===== src/sv/tbp_pkg.sv =====
`default_nettype none
// ----------------------------------------------------------------------------
// tbp_pkg
// Shared types, reset values and counter update functions for the
// tournament branch predictor.
// ----------------------------------------------------------------------------
package tbp_pkg;

   localparam int unsigned PC_BITS = 12;

   // table reset values
   localparam logic [1:0] CHOOSER_RESET = 2'd3;   // strongly prefer bimodal
   localparam logic [2:0] BIMODAL_RESET = 3'd0;
   localparam logic [1:0] GSHARE_RESET  = 2'd0;

   // controller -> datapath
   typedef struct packed {
      logic clear;    // write reset values at the sweep address
      logic load;     // capture an incoming request word
      logic rd;       // read the three tables
      logic wr;       // write back the tables, history and result
   } tbp_cmd_type;

   // datapath -> controller
   typedef struct packed {
      logic clear_last;   // sweep address at the last entry
      logic out_free;     // result register can take a word this cycle
   } tbp_status_type;

   // six-state bimodal counter: 0,1,3,4,6,7; unused codes fall to 0
   function automatic logic [2:0] tbp_six_state_next(input logic [2:0] s,
                                                     input logic       t);
      logic [2:0] n;
      case (s)
         3'd0:    n = t ? 3'd1 : 3'd0;
         3'd1:    n = t ? 3'd3 : 3'd0;
         3'd3:    n = t ? 3'd4 : 3'd1;
         3'd4:    n = t ? 3'd6 : 3'd3;
         3'd6:    n = t ? 3'd7 : 3'd3;
         3'd7:    n = t ? 3'd7 : 3'd6;
         default: n = 3'd0;
      endcase
      return n;
   endfunction

   // 2-bit saturating counter
   function automatic logic [1:0] tbp_sat2_next(input logic [1:0] c,
                                                input logic       up);
      logic [1:0] n;
      if (up) begin
         n = (c == 2'd3) ? 2'd3 : c + 2'd1;
      end else begin
         n = (c == 2'd0) ? 2'd0 : c - 2'd1;
      end
      return n;
   endfunction

endpackage
`default_nettype wire


===== src/sv/tbp_ctrl.sv =====
`default_nettype none
// ----------------------------------------------------------------------------
// tbp_ctrl
// Sequencer: table clearing sweep, then accept / read / write per branch.
// ----------------------------------------------------------------------------
module tbp_ctrl
   import tbp_pkg::*;
(
   input  wire logic           clock,
   input  wire logic           reset,
   input  wire logic           req_valid,
   output logic                req_stall,
   input  wire tbp_status_type status,
   output tbp_cmd_type         cmd
);

   typedef enum logic [3:0] {
      ST_CLEAR = 4'b0001,
      ST_IDLE  = 4'b0010,
      ST_READ  = 4'b0100,
      ST_WRITE = 4'b1000
   } tbp_state_type;

   tbp_state_type state_ff;
   tbp_state_type state_in;

   always_comb begin
      state_in  = state_ff;
      cmd       = '0;
      req_stall = 1'b1;
      unique case (state_ff)
         ST_CLEAR: begin
            cmd.clear = 1'b1;
            if (status.clear_last) begin
               state_in = ST_IDLE;
            end
         end
         ST_IDLE: begin
            req_stall = 1'b0;
            if (req_valid) begin
               cmd.load = 1'b1;
               state_in = ST_READ;
            end
         end
         ST_READ: begin
            cmd.rd   = 1'b1;
            state_in = ST_WRITE;
         end
         ST_WRITE: begin
            // hold until the result register has room
            if (status.out_free) begin
               cmd.wr   = 1'b1;
               state_in = ST_IDLE;
            end
         end
         default: begin
            state_in = ST_CLEAR;
         end
      endcase
   end

   always_ff @(posedge clock) begin
      if (reset) begin
         state_ff <= ST_CLEAR;
      end else begin
         state_ff <= state_in;
      end
   end

endmodule
`default_nettype wire


===== config.mk =====
export PLATFORM = sky130hd
export DESIGN_NAME = tbp_ctrl
export DESIGN_NICKNAME = d
export VERILOG_FILES = /design/src/sv/tbp_pkg.sv /design/src/sv/tbp_ctrl.sv
export SDC_FILE = /design/constraint.sdc
export NUM_CORES = 1
export LEC_CHECK = 0
export ABC_AREA = 1
export BUFFER_PORTS_ARGS = -buffer_cell sky130_fd_sc_hd__buf_2
export CAP_MARGIN = 20
export CORE_AREA = 4 4 41 43
export CTS_CLUSTER_DIAMETER = 30
export DETAILED_ROUTE_END_ITERATION = 16
export DIE_AREA = 0 0 45 47
export PLACE_DENSITY_LB_ADDON = 0.2
export SYNTH_ARGS = -nofsm -noshare
export SYNTH_HDL_FRONTEND = slang
export SYNTH_SLANG_ARGS = --single-unit

===== constraint.sdc =====
create_clock -name clock -period 0.9 [get_ports clock]
set_input_delay 0.045 -clock clock [delete_from_list [all_inputs] [get_ports clock]]
set_output_delay 0.045 -clock clock [all_outputs]
set_load 0.1 [all_outputs]

## After elaboration in Yosys (flattened, before gate mapping)

Index checks and enable logic that the tools add are counted.

- Eq/ne operators: 7
- Mux-type cells: 11
- Reductions and logical operators: 1

Operators with widths:

| operator | count |
|---|---|
| $pmux 4 s4 | 1 |
| $mux 4 | 3 |
| $mux 1 | 7 |
| $ne 2x2->1 const B | 3 |
| $eq 4x1->1 const B | 1 |
| $eq 4x2->1 const B | 1 |
| $eq 4x3->1 const B | 1 |
| $eq 4x4->1 const B | 1 |
| $reduce_and 3->1 | 1 |

- Register bits after elaboration: 4
- Bits of input ports: 5
- Output and inout bits: 5

## Logic depth before layout (Yosys ltp)

Gate-level depths: netlist of run 1.

- Word-level depth: 3
- Gate-level depth with buffers: 6

## Worst setup path before layout of run 1

OpenSTA, ideal clock, no wires.

- Kind: register to output
- Start point: reg state_ff[2]
- End point: out cmd[2] (netlist name)
- Arrival time: 2.620 ns
- Path slack: -1.765 ns
- Cell stages (with the launch flop): 4
- Path buffers: 0
- Cells stage by stage: dfxtp_1 > nor2_2 > nand2_1 > nor2_1

RTL lines:

| what | line | text |
|---|---|---|
| from (decl) | tbp_ctrl.sv:24 | `tbp_state_type state_ff;` |
| from (signal assigned) | tbp_ctrl.sv:66 | `state_ff <= state_in;` |
| to (decl) | tbp_ctrl.sv:14 | `output tbp_cmd_type cmd` |

==> flow_metrics.tcl, run 1 <==
set metrics [dict create \
    cts_max_level 1 \
    num_rows 13 \
    synth_cell_types 10 \
    syn_to_final_growth_pct 129 \
    yosysWarnings 0 \
    insertion_delay_ns 0.23 \
    final_antenna_net_count 0 \
    setup_viol 9 \
    grtUsageTotal_pct 7.50 \
    yosysSeqAreaShare_pct 33.9 \
    rsz0062_at_grt "true" \
    syn_avg_cell_area_um2 6.57 \
    outcome "complete, but fails checks" \
    cp.required_ns 0.85 \
    arrival_ns 1.17 \
    hold_violations 0 \
    numClockSinks 4 \
    finalWorstSetupSlack_ns -0.312 \
    core_um2 1300 \
    worst-setup-path-type "flop to primary output" \
    largest_reg_flops 4 \
    wl_per_cell_um 8.46 \
    p_leak_nw 0.241 \
    drv_slew 0 \
    drtIter0Drc 2 \
    worst_slew_pin_slew_ns 0.192 \
    p_per_area_nw_per_um2 1790 \
    dp_slack_ns -0.157 \
    overflow 0 \
    fin_crit_ns 1.21 \
    drive_gt1_share_pct 75.0 \
    postSynthCellCount 36 \
    slew_headroom_pct 87.1 \
    die_h_um 47 \
    pin_count 10 \
    grt_max_degree 4 \
    synth_top_cells_by_area "dfxtp_1, inv_1, nand3_2" \
    place_hpwl_um 489 \
    power_uw 970 \
    regMostFlops "state_ff" \
    dr.pass1.iters 4 \
    syn_area_um2 236 \
    peakVddDrop_uv 1080 \
    cts_buffers 3 \
    start_kind "flop" \
    grt_pass1_wl_um 1150 \
    ys_ff_latch 4 \
    max_freq_mhz 825 \
    path_max_fanout 3 \
    period_share_pct 135 \
    antennaDiodeCount 0 \
    grt_pass1_vias 284 \
    yosys_most_used_dff "dfxtp_1" \
    cts.clk_slew.worst_paths_ns 0.03 \
    hold_ws_ns 0.152 \
    die_area_um2 2120 \
    postSynth.asyncResetShare_pct 0 \
    wirelength_um 601 \
    min-delay-start "status[1]" \
    start_util_pct 18.2 \
    gp_congestion 0.730 \
    antenna_found_initial 0 \
    max_cap_violations 0 \
    cts_root_buf "clkbuf_4" \
    synthTopCellsByCount "inv_1, nor2_1, dfxtp_1, nand2_1, nand3_1" \
    die_w_um 45 \
    largestRegisters "state_ff (4)" \
    synthesis.nets 41 \
    finClkSkew_ns 0.000489 \
    synth_top_area_share_pct 33.9 \
    crit_path_end_kind "primary output" \
    fin_nets 63 \
    violations "setup timing" \
    yosysTopAreaCell "dfxtp_1" \
    cts_buffer_depth 2 \
    viasPerCell 3.89 \
    reg2reg_from "state_ff[0]" \
    io_buffer_count 9 \
    cts_tree "built" \
    vias 276 \
    hold_path.class "input pin to flop" \
    crit_start "state_ff[0]" \
    post-route-drc-count 0 \
    finalCoreUtilization_pct 41.5 \
    synth_enable_flop_cells 0 \
    yosysMostFrequentCell "inv_1" \
]
[final timing paths]
path,endpoint,slack [ns],cells after the start
setup / recovery,cmd[2],-0.31,5
hold / removal,state_ff[0],0.15,4
setup reg to reg,state_ff[0],-0.17,6
hold reg to reg,state_ff[3],0.61,3
[through the flow]
step	TNS, ns	cell area, µm²	cells
global route	-2.42	541	71
detailed placement	-0.910	465	64
finish	-1.79	541	71
global placement	-0.974	465	64
floorplan	-1.10	297	36
CTS	-2.11	528	71
[what timing repair did]
| action | 4_1_cts | 5_1_grt |
|---|---|---|
| buffers inserted | 3 | 0 |
| pin swaps | 3 | 3 |
| endpoints found under the setup margin | 9 | 9 |
| hold buffers | 1 | 0 |
| endpoints found under the hold margin | 2 | 0 |
| gates resized for setup | 3 | 4 |
[cell families (layout without fill, tap and decap cells)]
| group | after synthesis | in the layout | synth area share, % |
|---|---|---|---|
| AOI/OAI and AO/OA | 1 | 1 | 2.11 |
| buffers and inverters | 9 | 29 | 14.3 |
| DFF | 4 | 4 | 33.9 |
| and+or+nand+nor | 22 | 22 | 49.7 |
[layer usage]
layer / GRT usage (%) / part of all wire [%]
met1: 9.09 / 45
met2: 10.5 / 50
met3: 3.07 / 4.5
met4: 5.85 / 0
met5: 0 / 0
[report_power, final]
| group | total, mW | switching (mW) | internal, mW |
|---|---|---|---|
| registers | 0.229 | 0.0247 | 0.204 |
| clock network | 0.210 | 0.0616 | 0.148 |
| logic | 0.531 | 0.316 | 0.215 |
[layout by cell type, fill, tap and decap left out, drive strengths merged]
cell type and n:
buf 16, nor2 9, inv 7, nand3 7, dfxtp 4, nand2 4, clkbuf 3, clkinvlp 2
a21oi 1, nand4 1, nor3 1, dlygate4sd3 1
[worst max-delay path, stage by stage (launching register included)]
cell and delay (ns):
dfxtp_2 0.33, buf_6 0.11, nor2_4 0.14, nand2_8 0.08, nor2_4 0.10, buf_12 0.18
[area by class of cell]
cell class	instances	area, µm²
repair buffers	17	186
clock buffers	3	22.5
multi-input cells	23	186
flip-flops and latches	4	85.1
inverters	9	41.3
fillers	139	761
well taps	15	18.8
Power figures use the tool's default switching activity.
==> inputs of run 2 (changes only) <==
--- a/config.mk
+++ b/config.mk
@@ -8,10 +8,10 @@
 export ABC_AREA = 1
 export BUFFER_PORTS_ARGS = -buffer_cell sky130_fd_sc_hd__buf_2
 export CAP_MARGIN = 20
-export CORE_AREA = 4 4 41 43
+export CORE_AREA = 2 2 39 41
 export CTS_CLUSTER_DIAMETER = 30
 export DETAILED_ROUTE_END_ITERATION = 16
-export DIE_AREA = 0 0 45 47
+export DIE_AREA = 0 0 41 43
 export PLACE_DENSITY_LB_ADDON = 0.2
 export SYNTH_ARGS = -nofsm -noshare
 export SYNTH_HDL_FRONTEND = slang
==> constraint.sdc (replaced) <==
create_clock -name clock -period 0.9 [get_ports clock]
set_input_delay 0.09 -clock clock [delete_from_list [all_inputs] [get_ports clock]]
set_output_delay 0.09 -clock clock [all_outputs]
set_load 0.1 [all_outputs]
==> run 2 against run 1 <==
Compared with the run above:
- the run still ends with setup timing left
- highest routed layer unchanged
- design area increased by 5.3%
- maximum frequency down 2.8%
- via count grew 2.9%
- first-iteration DRC count rose by 100%
- critical path depth fell by 1
- clock skew rose by 0.00090 ns
- setup slack lost 0.035 ns
- critical endpoint is now cmd[1]
- count of clock-buffer cells in the layout is the same
- final cell count is 2.8% higher
- wire length down 1.8%
- sequential share of layout area rose by 0.083 points
==> flow_metrics.tcl, run 2 (synthesis gave the netlist of run 1 again) <==
set metrics [dict create \
    dpl_cell_area_um2 474 \
    p_leak_nw 0.246 \
    place_hpwl_um 498 \
    viasPerCell 3.89 \
    cts_buffer_depth 2 \
    die_w_um 41 \
    grt_pass1_wl_um 1060 \
    fin_crit_ns 1.25 \
    syn_to_final_growth_pct 141 \
    numClockSinks 4 \
    finClkSkew_ns 0.00139 \
    antennaDiodeCount 0 \
    reg2reg_slack_ns -0.17 \
    fin_nets 64 \
    grt_max_degree 4 \
    regMostFlops "state_ff" \
    hold_path.class "input pin to flop" \
    drive_gt1_share_pct 82.5 \
    period_share_pct 139 \
    top_layer_used "met3" \
    dr.pass1.iters 2 \
    drtIter0Drc 4 \
    met1_length_um 245 \
    routed-wl-met2_um 316 \
    holdBufCountCts 0 \
    drv_slew 0 \
    slew_headroom_pct 85.5 \
    rr_worst_depth 6 \
    grtUsageTotal_pct 9.03 \
    start_kind "flop" \
    grt_pass1_vias 268 \
    finalWorstSetupSlack_ns -0.347 \
    reg2reg_to "state_ff[2]" \
    cts_buffers 3 \
    rsz0062_at_grt "true" \
    fin_area_um2 569 \
    vias 284 \
    num_rows 14 \
    p_per_area_nw_per_um2 1740 \
    cts.clk_slew.worst_paths_ns 0.04 \
    violations "setup timing" \
    antenna_found_initial 0 \
    core_um2 1380 \
    worst-setup-path-type "flop to primary output" \
    pin_count 10 \
    die_area_um2 1760 \
    seq_area_um2 90.1 \
    reg2reg_from "state_ff[1]" \
    crit_start "state_ff[1]" \
    post-route-drc-count 0 \
    largestRegisters "state_ff (4)" \
    peakVddDrop_uv 677 \
    crit_path_end_kind "primary output" \
    dr_wl_met3_um 28 \
    multi_input_area_um2 201 \
    insertion_delay_ns 0.22 \
    wirelength_um 590 \
    tns_ns -2.08 \
    cts_root_buf "clkbuf_4" \
    cts_tree "built" \
    path_max_fanout 3 \
    max_cap_violations 0 \
    layout_commonest_cell "buf_4" \
    io_buffer_count 9 \
    max_freq_mhz 802 \
    min-delay-start "reset" \
    layout_common_cells "buf_4, nor2_4, buf_12" \
    die_h_um 43 \
    worstHoldPathCells 2 \
    overflow 0 \
    dp_slack_ns -0.158 \
    cts_max_level 1 \
    final_antenna_net_count 0 \
    arrival_ns 1.16 \
    start_util_pct 17.1 \
    cp-endpoint "cmd[1]" \
    hold_violations 0 \
    wl_per_cell_um 8.08 \
    setup_viol 9 \
    outcome "complete, but fails checks" \
    largest_reg_flops 4 \
    n_fill_cell 146 \
    worst_slew_pin_slew_ns 0.216 \
    power_uw 990 \
    gp_congestion 0.682 \
    cp.required_ns 0.81 \
]
## run 2: cell count changes in the layout (fill, tap and decap cells not counted), sizes merged
cell	previous run	this run
buf	16	18
dlygate4sd3	1	0
## run 2: metal layers
layer / track usage [%] / vias to the layer above
met5: 0 / -
met4: 6.00 / 0
met3: 3.14 / 0
met2: 13.1 / 5
met1: 10.6 / 124
li1: - / 155
## run 2: timing repair
action                                  4_1_cts  5_1_grt
resized for setup                             7        8
buffers inserted                              4        1
gates cloned                                  0        0
pin swaps                                     7        6
endpoints found under the setup margin        9        9
## run 2: worst min-delay path by stage
| stage | to | slack [ns] |
|---|---|---|
| floorplan | state_ff[3] | 0.15 |
| global placement | state_ff[3] | 0.28 |
| detailed placement | state_ff[3] | 0.28 |
| CTS | state_ff[3] | 0.04 |
| global route | state_ff[2] | 0.05 |
| finish | state_ff[2] | 0.05 |
## run 2: power breakdown
group | internal, mW | total, mW | switching (mW) | leakage (nW)
logic | 0.218 | 0.542 | 0.324 | 0.197
registers | 0.208 | 0.240 | 0.0319 | 0.0345
clock network | 0.148 | 0.208 | 0.0597 | 0.0138
## run 2: metrics by stage
step / hold WS [ns] / cells / utilization (%)
floorplan: 0.152 / 36 / -
global placement: 0.279 / 66 / 34.3
detailed placement: 0.281 / 66 / 34.3
CTS: 0.0412 / 73 / 39.2
global route: 0.0483 / 73 / 41.1
finish: 0.0519 / 73 / 41.1
## run 2: worst max-delay path, cell delays in order (launching register included)
cell and delay (ns):
dfxtp_4 0.35, nor2_2 0.17, nand3_2 0.13, clkinvlp_4 0.11
buf_12 0.16
## run 2: layout make-up
cell class | count | area share [%]
Multi-Input combinational cell | 23 | 35.4
Timing Repair Buffer | 18 | 33.6
Sequential cell | 4 | 15.8
Inverter | 9 | 7.69
Clock buffer | 3 | 3.96
Tap cell | 16 | 3.52
==> inputs of run 3 (changes only) <==
--- a/config.mk
+++ b/config.mk
@@ -13,6 +13,7 @@
 export DETAILED_ROUTE_END_ITERATION = 16
 export DIE_AREA = 0 0 41 43
 export PLACE_DENSITY_LB_ADDON = 0.2
+export SETUP_SLACK_MARGIN = 0.5
 export SYNTH_ARGS = -nofsm -noshare
 export SYNTH_HDL_FRONTEND = slang
 export SYNTH_SLANG_ARGS = --single-unit
==> run 3 against run 2 <==
Compared with the run above:
- the run still ends with setup timing left
- final cell count rose by 5.5%
- register-to-register slack got worse by 0.10 ns
- first-iteration DRC count did not move
- critical endpoint unchanged
- largest power group unchanged
==> flow_metrics.tcl, run 3 (synthesis gave the netlist of run 1 again) <==
set metrics [dict create \
    antennaDiodeCount 0 \
    grt_pass1_vias 261 \
    peakVddDrop_uv 532 \
    cts_tree "built" \
    worst_slew_pin_slew_ns 0.211 \
    min-delay-start "reset" \
    layout_common_cells "buf_4, nor2_4, inv_1, buf_12, buf_2" \
    die_area_um2 1760 \
    gp_congestion 0.742 \
    worstHoldPathCells 2 \
    start_util_pct 17.1 \
    tns_ns -2.13 \
    crit_path_end_kind "primary output" \
    cts_buffer_depth 2 \
    hold_path.class "input pin to flop" \
    max_freq_mhz 792 \
    outcome "complete, but fails checks" \
    hold_ws_ns 0.0393 \
    cts_max_level 1 \
    num_rows 14 \
    place_hpwl_um 493 \
    path_max_fanout 3 \
    reg2reg_to "state_ff[1]" \
    core_um2 1380 \
    violations "setup timing" \
    io_buffer_count 9 \
    drtIter0Drc 4 \
    p_per_area_nw_per_um2 1660 \
    numClockSinks 4 \
    p_leak_nw 0.263 \
    place_inst 67 \
    finalWorstSetupSlack_ns -0.363 \
    setup_viol 9 \
    wirelength_um 720 \
    insertion_delay_ns 0.23 \
    pin_count 10 \
    holdPathEnd "state_ff[2]" \
    rsz0062_at_grt "true" \
    layout_commonest_cell "buf_4" \
    worst-setup-path-type "flop to primary output" \
    vias 305 \
    power_uw 980 \
    die_h_um 43 \
    grt_max_degree 5 \
    slew_headroom_pct 85.9 \
    finalNonFillerCells 77 \
    max_cap_violations 0 \
    die_w_um 41 \
    cts.clk_slew.worst_paths_ns 0.04 \
    fin_nets 68 \
    grtUsageTotal_pct 9.24 \
    wl_per_cell_um 9.35 \
    syn_to_final_growth_pct 150 \
    dp_slack_ns -0.175 \
    cp.required_ns 0.81 \
    drv_slew 0 \
    period_share_pct 140 \
    regMostFlops "state_ff" \
    reg2reg_slack_ns -0.27 \
    grt_pass1_wl_um 1090 \
    drive_gt1_share_pct 80.3 \
    overflow 0 \
    final_antenna_net_count 0 \
    cts_root_buf "clkbuf_4" \
    holdBufCountCts 0 \
    fin_crit_ns 1.26 \
    hold_violations 0 \
    reg2reg_from "state_ff[1]" \
    largestRegisters "state_ff (4)" \
    finClkSkew_ns 0.00428 \
    antenna_found_initial 0 \
    n_fill_cell 143 \
    arrival_ns 1.17 \
    rr_worst_depth 7 \
    post-route-drc-count 0 \
    viasPerCell 3.96 \
    cts_buffers 3 \
    largest_reg_flops 4 \
    start_kind "flop" \
    dr.pass1.iters 2 \
]
run 3: cell count changes in the layout (fill, tap and decap cells not counted), sizes merged:
cell,previous run,this run
buf,18,22
run 3: final cells by class:
type	instances	area [µm²]	area share, %
multi-input cells	23	199	33.6
flip-flops and latches	4	87.6	14.8
inverters	9	41.3	6.98
well taps	16	20.0	3.38
repair buffers	22	221	37.4
clock buffers	3	22.5	3.81
run 3: through the flow:
step | cell area, µm² | utilization [%]
floorplan | 298 | -
global placement | 483 | 34.9
detailed placement | 483 | 34.9
CTS | 541 | 39.1
global route | 592 | 42.8
finish | 592 | 42.8
run 3: routing by layer:
layer  up-vias  global-route usage (%)  wire, µm  part of all wire (%)
li1        162                       -         -                     -
met1       137                    12.9       315                    44
met2         6                    12.5       382                    53
met3         0                    4.71        21                   2.9
met4         0                    2.00         0                     0
met5         -                       0         0                     0
run 3: repair_timing:
item	CTS	global route
gates resized for setup	4	6
pin swaps	3	3
endpoints found under the hold margin	0	0
buffers inserted	3	4
endpoints found under the setup margin	9	9
run 3: where the power goes:
part	total, mW	internal [mW]	switching (mW)
clock	0.217	0.149	0.0680
sequential	0.229	0.201	0.0272
combinational	0.535	0.209	0.326
total	0.980	0.559	0.421
run 3: worst max-delay path: stages (launching register included):
cell and delay [ns]:
dfxtp_2 0.33, nor2_2 0.18, nand3_2 0.15, clkinvlp_4 0.12, buf_12 0.17
run 3: worst max path at each step:
stage	start	endpoint	slack (ns)	cells after the start
after floorplan	state_ff[3]	cmd[2]	-0.41	3
after global placement	state_ff[1]	cmd[0]	-0.15	4
after detailed placement	state_ff[1]	cmd[0]	-0.18	4
after CTS	state_ff[1]	cmd[1]	-0.34	4
after global routing	state_ff[1]	cmd[1]	-0.41	4
final	state_ff[1]	cmd[1]	-0.36	4
